### src/touch_gesture_tracker_unit_macros.svh
// Assertion macros shared by the touch gesture tracker RTL
`ifndef TOUCH_GESTURE_TRACKER_UNIT_MACROS_SVH
`define TOUCH_GESTURE_TRACKER_UNIT_MACROS_SVH
`ifndef SYNTHESIS
`define TGT_ASSERT_IMPLIES(label, clk, rst_n, cond, prop) \
	label: assert property (@(posedge clk) disable iff (!rst_n) (cond) |-> (prop)) \
		else $error("touch gesture tracker: implication check failed");
`define TGT_ASSERT_NEXT(label, clk, rst_n, cond, prop) \
	label: assert property (@(posedge clk) disable iff (!rst_n) (cond) |=> (prop)) \
		else $error("touch gesture tracker: next-cycle check failed");
`else
`define TGT_ASSERT_IMPLIES(label, clk, rst_n, cond, prop)
`define TGT_ASSERT_NEXT(label, clk, rst_n, cond, prop)
`endif
`endif

### src/tgt_pkg.sv
// Shared codes and constants of the touch gesture tracker
package tgt_pkg;

	localparam int TIME_BITS    = 32;
	localparam int KIND_BITS    = 2;
	localparam int DIR_BITS     = 2;
	localparam int MT_BITS      = 8;
	localparam int SD_BITS      = 10;
	localparam int CFG_IDX_BITS = 2;
	localparam int CNT_BITS     = 2;
	localparam int LIM_W        = 2 * (SD_BITS + 1);

	localparam logic [KIND_BITS-1:0] EV_DOWN  = 2'd0;
	localparam logic [KIND_BITS-1:0] EV_MOVE  = 2'd1;
	localparam logic [KIND_BITS-1:0] EV_UP    = 2'd2;
	localparam logic [KIND_BITS-1:0] EV_SWIPE = 2'd3;

	localparam logic [DIR_BITS-1:0] DIR_RIGHT = 2'd0;
	localparam logic [DIR_BITS-1:0] DIR_LEFT  = 2'd1;
	localparam logic [DIR_BITS-1:0] DIR_DOWN  = 2'd2;
	localparam logic [DIR_BITS-1:0] DIR_UP    = 2'd3;

	localparam logic [CFG_IDX_BITS-1:0] CFG_MOVE_THRESHOLD = 2'd0;
	localparam logic [CFG_IDX_BITS-1:0] CFG_SWIPE_DISTANCE = 2'd1;

	localparam logic [MT_BITS-1:0] MOVE_THRESHOLD_RST = 8'd5;
	localparam int                 SWIPE_DIST_RST     = 50;
	localparam logic [LIM_W-1:0]   LIM_SQ_RST         =
		LIM_W'((SWIPE_DIST_RST + 1) * (SWIPE_DIST_RST + 1));

endpackage

### src/tgt_core.sv
// Stroke state and per-sample event decision of the touch gesture tracker
module tgt_core
	import tgt_pkg::*;
#(
	parameter int COORD_BITS = 10,
	parameter int RAW_BITS   = 12,
	localparam int RES_W     = 4 * COORD_BITS + 2 * RAW_BITS + 2 * TIME_BITS
		+ KIND_BITS + DIR_BITS + 1
) (
	input  logic                  clk,
	input  logic                  arst_n,
	input  logic                  fire,
	input  logic                  touched,
	input  logic [COORD_BITS-1:0] pos_x,
	input  logic [COORD_BITS-1:0] pos_y,
	input  logic [RAW_BITS-1:0]   raw_x_in,
	input  logic [RAW_BITS-1:0]   raw_y_in,
	input  logic [TIME_BITS-1:0]  now_ms,
	input  logic [MT_BITS-1:0]    move_threshold,
	input  logic [LIM_W-1:0]      lim_sq,
	output logic [RES_W-1:0]      res0,
	output logic [RES_W-1:0]      res1,
	output logic [CNT_BITS-1:0]   res_cnt
);

	localparam int SQ_W  = 2 * COORD_BITS;
	localparam int D2_W  = 2 * COORD_BITS + 1;
	localparam int CMP_W = (D2_W > LIM_W) ? D2_W : LIM_W;

	typedef struct packed {
		logic [KIND_BITS-1:0]  kind;
		logic [COORD_BITS-1:0] x;
		logic [COORD_BITS-1:0] y;
		logic [RAW_BITS-1:0]   raw_x;
		logic [RAW_BITS-1:0]   raw_y;
		logic [TIME_BITS-1:0]  t;
		logic [DIR_BITS-1:0]   dir;
		logic [COORD_BITS-1:0] start_x;
		logic [COORD_BITS-1:0] start_y;
		logic [TIME_BITS-1:0]  dur;
		logic                  last;
	} res_t;

	logic                  active_q;
	logic [COORD_BITS-1:0] prev_x_q, prev_y_q;
	logic [COORD_BITS-1:0] begin_x_q, begin_y_q;
	logic [TIME_BITS-1:0]  begin_time_q;

	logic [COORD_BITS-1:0]   mx, my, adx, ady, thr;
	logic [2*COORD_BITS-1:0] sqx, sqy;
	logic [D2_W-1:0]         d2;
	logic                    moved, swipe;
	logic [DIR_BITS-1:0]     dir;
	res_t                    r0, r1;

	always_comb begin
		mx  = (pos_x >= prev_x_q) ? pos_x - prev_x_q : prev_x_q - pos_x;
		my  = (pos_y >= prev_y_q) ? pos_y - prev_y_q : prev_y_q - pos_y;
		thr = COORD_BITS'(move_threshold);
		moved = (mx > thr) || (my > thr);

		adx = (prev_x_q >= begin_x_q) ? prev_x_q - begin_x_q : begin_x_q - prev_x_q;
		ady = (prev_y_q >= begin_y_q) ? prev_y_q - begin_y_q : begin_y_q - prev_y_q;
		sqx = SQ_W'(adx) * SQ_W'(adx);
		sqy = SQ_W'(ady) * SQ_W'(ady);
		d2  = D2_W'(sqx) + D2_W'(sqy);
		swipe = CMP_W'(d2) >= CMP_W'(lim_sq);
		// a tie between axes counts as vertical
		if (adx > ady)
			dir = (prev_x_q > begin_x_q) ? DIR_RIGHT : DIR_LEFT;
		else
			dir = (prev_y_q > begin_y_q) ? DIR_DOWN : DIR_UP;

		r0         = '0;
		r0.x       = pos_x;
		r0.y       = pos_y;
		r0.raw_x   = raw_x_in;
		r0.raw_y   = raw_y_in;
		r0.t       = now_ms;
		r1         = '0;
		r1.kind    = EV_SWIPE;
		r1.x       = prev_x_q;
		r1.y       = prev_y_q;
		r1.t       = now_ms;
		r1.dir     = dir;
		r1.start_x = begin_x_q;
		r1.start_y = begin_y_q;
		r1.dur     = now_ms - begin_time_q;
		r1.last    = 1'b1;
		res_cnt    = '0;

		priority if (touched && !active_q) begin
			r0.kind = EV_DOWN;
			res_cnt = 2'd1;
		end else if (touched) begin
			r0.kind = EV_MOVE;
			res_cnt = moved ? 2'd1 : 2'd0;
		end else if (active_q) begin
			r0.kind  = EV_UP;
			r0.x     = prev_x_q;
			r0.y     = prev_y_q;
			r0.raw_x = '0;
			r0.raw_y = '0;
			res_cnt  = swipe ? 2'd2 : 2'd1;
		end else begin
			res_cnt = '0;
		end
		r0.last = (res_cnt == 2'd1);
	end

	assign res0 = r0;
	assign res1 = r1;

	always_ff @(posedge clk or negedge arst_n) begin
		if (!arst_n) begin
			active_q     <= 1'b0;
			prev_x_q     <= '0;
			prev_y_q     <= '0;
			begin_x_q    <= '0;
			begin_y_q    <= '0;
			begin_time_q <= '0;
		end else if (fire) begin
			if (touched) begin
				if (!active_q) begin
					begin_x_q    <= pos_x;
					begin_y_q    <= pos_y;
					begin_time_q <= now_ms;
				end
				prev_x_q <= pos_x;
				prev_y_q <= pos_y;
				active_q <= 1'b1;
			end else begin
				active_q <= 1'b0;
			end
		end
	end

endmodule

### src/touch_gesture_tracker_unit.sv
// Top level of the touch gesture tracker: input stage, registers, result queue
//
//   channel | signals                        | direction
//   --------+--------------------------------+----------
//   in      | in_valid/in_ready, sample      | sink
//   out     | out_valid/out_ready, event     | source
//   cfg     | cfg_valid/cfg_ready, idx, data | sink
//
// One sample per cycle while the queue has room; its events are decided in the
// input register and enter a two-entry queue when that register hands its sample on.
// An up event followed by a swipe leaves in turn through the one output port.
// Reset clears the stroke state and queue and restores threshold 5, distance 50.
// A release waits for an empty queue, a touched sample for a free slot; a
// stalled output fills the queue and the input register then holds one sample.
`include "touch_gesture_tracker_unit_macros.svh"
module touch_gesture_tracker_unit
	import tgt_pkg::*;
#(
	parameter int COORD_BITS = 10,
	parameter int RAW_BITS   = 12
) (
	input  logic                    clk,
	input  logic                    arst_n,
	input  logic                    in_valid,
	output logic                    in_ready,
	input  logic                    touched,
	input  logic [COORD_BITS-1:0]   pos_x,
	input  logic [COORD_BITS-1:0]   pos_y,
	input  logic [RAW_BITS-1:0]     raw_x_in,
	input  logic [RAW_BITS-1:0]     raw_y_in,
	input  logic [TIME_BITS-1:0]    now_ms,
	output logic                    out_valid,
	input  logic                    out_ready,
	output logic [KIND_BITS-1:0]    event_kind,
	output logic [COORD_BITS-1:0]   event_x,
	output logic [COORD_BITS-1:0]   event_y,
	output logic [RAW_BITS-1:0]     event_raw_x,
	output logic [RAW_BITS-1:0]     event_raw_y,
	output logic [TIME_BITS-1:0]    event_time_ms,
	output logic [DIR_BITS-1:0]     swipe_direction,
	output logic [COORD_BITS-1:0]   swipe_start_x,
	output logic [COORD_BITS-1:0]   swipe_start_y,
	output logic [TIME_BITS-1:0]    swipe_duration_ms,
	output logic                    last,
	input  logic                    cfg_valid,
	output logic                    cfg_ready,
	input  logic [CFG_IDX_BITS-1:0] cfg_index,
	input  logic [SD_BITS-1:0]      cfg_data
);

	localparam int RES_W = 4 * COORD_BITS + 2 * RAW_BITS + 2 * TIME_BITS
		+ KIND_BITS + DIR_BITS + 1;

	typedef struct packed {
		logic [KIND_BITS-1:0]  kind;
		logic [COORD_BITS-1:0] x;
		logic [COORD_BITS-1:0] y;
		logic [RAW_BITS-1:0]   raw_x;
		logic [RAW_BITS-1:0]   raw_y;
		logic [TIME_BITS-1:0]  t;
		logic [DIR_BITS-1:0]   dir;
		logic [COORD_BITS-1:0] start_x;
		logic [COORD_BITS-1:0] start_y;
		logic [TIME_BITS-1:0]  dur;
		logic                  last;
	} res_t;

	// configuration
	logic [MT_BITS-1:0] move_threshold_q;
	logic [LIM_W-1:0]   lim_sq_q;
	logic [SD_BITS:0]   lim;

	assign cfg_ready = 1'b1;
	assign lim       = {1'b0, cfg_data} + {{SD_BITS{1'b0}}, 1'b1};

	always_ff @(posedge clk or negedge arst_n) begin
		if (!arst_n) begin
			move_threshold_q <= MOVE_THRESHOLD_RST;
			lim_sq_q         <= LIM_SQ_RST;
		end else if (cfg_valid && cfg_ready) begin
			unique case (cfg_index)
				CFG_MOVE_THRESHOLD: move_threshold_q <= cfg_data[MT_BITS-1:0];
				CFG_SWIPE_DISTANCE: lim_sq_q <= LIM_W'(lim) * LIM_W'(lim);
				default: ;
			endcase
		end
	end

	// input register
	logic                  valid_s1;
	logic                  touched_s1;
	logic [COORD_BITS-1:0] pos_x_s1, pos_y_s1;
	logic [RAW_BITS-1:0]   raw_x_s1, raw_y_s1;
	logic [TIME_BITS-1:0]  now_s1;
	logic                  s1_go;
	logic [CNT_BITS-1:0]   cnt_q;

	// a release may produce two events, so it waits for an empty queue
	assign s1_go    = valid_s1 && (touched_s1 ? (cnt_q <= 2'd1) : (cnt_q == 2'd0));
	assign in_ready = !valid_s1 || s1_go;

	always_ff @(posedge clk or negedge arst_n) begin
		if (!arst_n) begin
			valid_s1 <= 1'b0;
		end else if (in_valid && in_ready) begin
			valid_s1 <= 1'b1;
		end else if (s1_go) begin
			valid_s1 <= 1'b0;
		end
	end

	always_ff @(posedge clk) begin
		if (in_valid && in_ready) begin
			touched_s1 <= touched;
			pos_x_s1   <= pos_x;
			pos_y_s1   <= pos_y;
			raw_x_s1   <= raw_x_in;
			raw_y_s1   <= raw_y_in;
			now_s1     <= now_ms;
		end
	end

	logic [RES_W-1:0]    res0_w, res1_w;
	logic [CNT_BITS-1:0] res_cnt;

	tgt_core #(
		.COORD_BITS (COORD_BITS),
		.RAW_BITS   (RAW_BITS)
	) u_core (
		.clk            (clk),
		.arst_n         (arst_n),
		.fire           (s1_go),
		.touched        (touched_s1),
		.pos_x          (pos_x_s1),
		.pos_y          (pos_y_s1),
		.raw_x_in       (raw_x_s1),
		.raw_y_in       (raw_y_s1),
		.now_ms         (now_s1),
		.move_threshold (move_threshold_q),
		.lim_sq         (lim_sq_q),
		.res0           (res0_w),
		.res1           (res1_w),
		.res_cnt        (res_cnt)
	);

	// result queue: slot0 is the head shown on the output
	res_t                slot0_q, slot1_q;
	res_t                slot0_d, slot1_d;
	logic [CNT_BITS-1:0] cnt_d, rem;
	logic                pop;
	logic [CNT_BITS-1:0] push;

	assign pop  = out_valid && out_ready;
	assign push = s1_go ? res_cnt : 2'd0;

	always_comb begin
		slot0_d = slot0_q;
		slot1_d = slot1_q;
		rem     = cnt_q;
		if (pop) begin
			slot0_d = slot1_q;
			rem     = cnt_q - 2'd1;
		end
		unique case (push)
			2'd1: begin
				if (rem == 2'd0)
					slot0_d = res_t'(res0_w);
				else
					slot1_d = res_t'(res0_w);
			end
			2'd2: begin
				slot0_d = res_t'(res0_w);
				slot1_d = res_t'(res1_w);
			end
			default: ;
		endcase
		cnt_d = rem + push;
	end

	always_ff @(posedge clk or negedge arst_n) begin
		if (!arst_n)
			cnt_q <= '0;
		else
			cnt_q <= cnt_d;
	end

	always_ff @(posedge clk) begin
		slot0_q <= slot0_d;
		slot1_q <= slot1_d;
	end

	assign out_valid         = (cnt_q != 2'd0);
	assign event_kind        = slot0_q.kind;
	assign event_x           = slot0_q.x;
	assign event_y           = slot0_q.y;
	assign event_raw_x       = slot0_q.raw_x;
	assign event_raw_y       = slot0_q.raw_y;
	assign event_time_ms     = slot0_q.t;
	assign swipe_direction   = slot0_q.dir;
	assign swipe_start_x     = slot0_q.start_x;
	assign swipe_start_y     = slot0_q.start_y;
	assign swipe_duration_ms = slot0_q.dur;
	assign last              = slot0_q.last;

	`TGT_ASSERT_IMPLIES(a_cnt_range, clk, arst_n, 1'b1, cnt_q != 2'd3)
	`TGT_ASSERT_IMPLIES(a_pair_into_empty, clk, arst_n,
		s1_go && (res_cnt == 2'd2), cnt_q == 2'd0)
	`TGT_ASSERT_IMPLIES(a_head_not_last, clk, arst_n,
		out_valid && !slot0_q.last, cnt_q == 2'd2)
	`TGT_ASSERT_NEXT(a_swipe_follows_up, clk, arst_n,
		pop && (event_kind == EV_UP) && !last, out_valid && (event_kind == EV_SWIPE))

endmodule
### config.mk
export PLATFORM = sky130hd
export DESIGN_NAME = touch_gesture_tracker_unit
export DESIGN_NICKNAME = d
export VERILOG_FILES = /design/src/tgt_pkg.sv /design/src/tgt_core.sv /design/src/touch_gesture_tracker_unit.sv
export VERILOG_INCLUDE_DIRS = /design/src /design/src/src
export SDC_FILE = /design/constraint.sdc
export NUM_CORES = 2
export LEC_CHECK = 0
export BUFFER_PORTS_ARGS = -buffer_cell sky130_fd_sc_hd__buf_2
export CAP_MARGIN = 5
export CORE_MARGIN = 10
export CORE_UTILIZATION = 62
export CTS_CLUSTER_DIAMETER = 40
export DETAILED_ROUTE_END_ITERATION = 8
export PLACE_DENSITY = 0.9
export SETUP_SLACK_MARGIN = 0.4
export SLEW_MARGIN = 20
export SYNTH_ARGS = -nofsm -noshare
export SYNTH_HDL_FRONTEND = slang
export SYNTH_SLANG_ARGS = --single-unit
### constraint.sdc
create_clock -name clk -period 24.3 [get_ports clk]
set_input_delay 0 -clock clk [delete_from_list [all_inputs] [get_ports clk]]
set_output_delay 0 -clock clk [all_outputs]
set_load 0.02 [all_outputs]
==> run summary <==
f_max: 70.9 MHz
worst clock skew: 43.5 ps
CTS resizes: 0
area of the core: 50000 um^2
register bit total from synthesis: 448
critical path arrival: 14340 ps
Critical Path Slowest Stage Cell: o41ai_4
WL per Instance: 21.3 um
R2R setup slack: 10190 ps
CP Max Fanout: 54
fin crit share: 0.581
clock latency on the worst-skew pair: 640 ps
outcome: finished clean
Worst Hold Class: in2reg
GR Overflow Total: 0
maximum root-to-sink buffer count: 3
Crit path top cell by count: fa_1
final hold vios: 0
Critical Path Start: u_core.prev_y_q[0]
Crit path largest cell delay: 880 ps
Final setup viols: 0
post-layout minimum cycle time: 14110 ps
Critical Path Sink: slot1_q[121]
DRT iter0 DRCs: 2483
largest net degree at the start of global routing: 76
Starting Density: 0.625
Post-Route WL: 89.4 mm
Req. time, crit path: 24530 ps
# rows: 82
Worst slew margin: 0.214
GRT Util Overall: 0.292
post-route antenna net violation count: 0
Die H: 244 um
Post-CTS Setup Bufs: 0
setup TNS after final layout: 0 ps
Reg-to-Reg Start: u_core.prev_y_q[0]
Max Cap Viol: 0
DRT Pass-1 Iters: 9
Layout Nets: 4062
total CTS buffers: 58
Ys Warns: 0
GP Congestion: 0.989
Syn Inst Count: 3148
clk root buf: clkbuf_16
# clock sinks: 448
mean post-synth cell area: 9.93 um^2
Crit Path Category: reg2reg
CP endpoint kind: register
Worst-path clk slew: 60 ps
R2R Path End: slot1_q[121]
Cell Area, Synth: 31200 um^2
layout cell share with drive strength beyond 1: 0.134
hpwl dp: 59.8 mm
Layout area overhead: 16.2%
Worst Tran Pin Value: 1170 ps
vias in the first global route: 26469
Final Slew Violations: 0
number of port buffers: 228
EDFF count, synth: 210
Die ar.: 59800 um^2
startpoint class of the critical path: register
antenna violations before repair: 0
RSZ-0062 raised after global routing: false
CTS tree: built
Die Wd: 244 um
residual DRC count: 0
distinct cell type count after synthesis: 98
via count: 25326
H-tree depth: 2
I/O Pins: 230
register area share after synthesis: 0.371
Worst Reg-to-Reg Cells: 46
predominant post-synthesis flop cell: edfxtp_1
Via-to-Cell Ratio: 6.04
FFs w/ async S/R, synth: 0.234
first-pass GRT wire length: 141 mm
## worst min-delay path by stage
stage | from | slack [ps] | cells after the start | to
after global routing | now_ms[17] | 80 | 2 | now_s1[17]
after global placement | arst_n | 20 | 1 | move_threshold_q[6]
after detailed placement | arst_n | 20 | 1 | move_threshold_q[4]
after CTS | pos_y[8] | 60 | 2 | pos_y_s1[8]
final | pos_y[8] | 80 | 2 | pos_y_s1[8]
after floorplan | arst_n | -300 | 0 | cnt_q[0]
## cell families after synthesis
logic type | count (synthesis) | synth area share
adders and majority gates | 499 | 0.248
other | 2 | 0.000240
buffers and inverters | 559 | 0.0683
xor gates and xnor gates | 108 | 0.0312
muxes | 155 | 0.0518
and+or+nand+nor | 786 | 0.114
AOI/OAI and AO/OA | 591 | 0.115
DFF | 448 | 0.371
## per-stage QoR
stage	hold WS [ps]	area [um^2]	worst slack, ps	instances	utilization
after detailed placement	23.6	33100	10040	3972	0.662
after global routing	79.0	36300	9310	4191	0.726
final	83.0	36300	10190	4192	0.726
after CTS	56.9	36300	10010	4190	0.726
after floorplan	-296	31300	3720	3155	-
after global placement	16.9	33000	10480	3971	0.661
## registers in the layout, summed over array words and instances, names as in the netlist, 2 cells and up
name,cells
cnt_q,2
event_x,10
lim_sq_q,21
event_kind,2
swipe_start_x,10
swipe_direction,2
raw_x_s1,12
slot1_q,133
u_core.begin_y_q,10
pos_y_s1,10
u_core.begin_time_q,32
u_core.begin_x_q,10
now_s1,32
pos_x_s1,10
u_core.prev_x_q,10
event_y,10
swipe_duration_ms,32
swipe_start_y,10
u_core.prev_y_q,10
event_raw_x,12
move_threshold_q,8
event_raw_y,12
raw_y_s1,12
event_time_ms,32
## layer usage
metal | wire length, um | GRT usage
met1 | 32600 | 0.347
met5 | 0 | 0
met3 | 8100 | 0.0547
met2 | 44000 | 0.499
met4 | 4650 | 0.151
## cell usage after synthesis, drive strengths merged (95+ instances only)
library cell	n	area share
inv	449	0.054
nand2	351	0.042
ha	297	0.12
edfxtp	210	0.20
fa	202	0.13
nor2	202	0.024
o21ai	201	0.032
a21oi	186	0.030
dfxtp	133	0.085
mux2i	105	0.034
dfrtp	98	0.078
clkbuf	95	0.011
## cell usage in the layout (no fill, tap or decap), types with 27 or more instances in the layout
cell type / count
buf_2: 227
edfxtp_1: 210
dfrtp_1: 98
xnor2_1: 67
buf_4: 27
xor2_1: 37
o22ai_1: 28
ha_1: 297
mux2i_1: 104
and3_1: 32
dlygate4sd3_1: 107
inv_1: 444
nand2_1: 350
nand3_1: 31
nor3_1: 31
o21ai_0: 195
nand2b_1: 30
clkbuf_16: 60
fa_1: 202
a21o_1: 50
a21oi_1: 182
dfxtp_1: 133
nor2_1: 199
mux2_2: 49
## critical path: cells and delay by family, from the launching register on
family,cells,cell delay (ps)
adder cells (fa/ha/maj),12,5330
AO/OA/AOI/OAI,15,3690
buffers and inverters,10,1530
AND/OR/NAND/NOR,6,1310
XOR/XNOR,2,960
flip-flops,1,430
multiplexers,1,430
## what timing repair did
action	CTS	global route
setup endpoints to repair	0	0
hold buffers	108	0
hold endpoints to repair	135	0
## cell type report
class / count / area [um^2]
Timing Repair Buffer: 364 / 2480
Clock buffer: 68 / 1550
Multi-Input combinational cell: 2148 / 17600
Antenna cell: 1 / 2.50
Inverter: 449 / 1690
Fill cell: 3101 / 13700
Clock inverter: 42 / 552
Sequential cell: 448 / 11600
Tap cell: 672 / 841
Power is not shown: default switching activity piles up to over one toggle a cycle in this logic, so the estimate is an artifact.
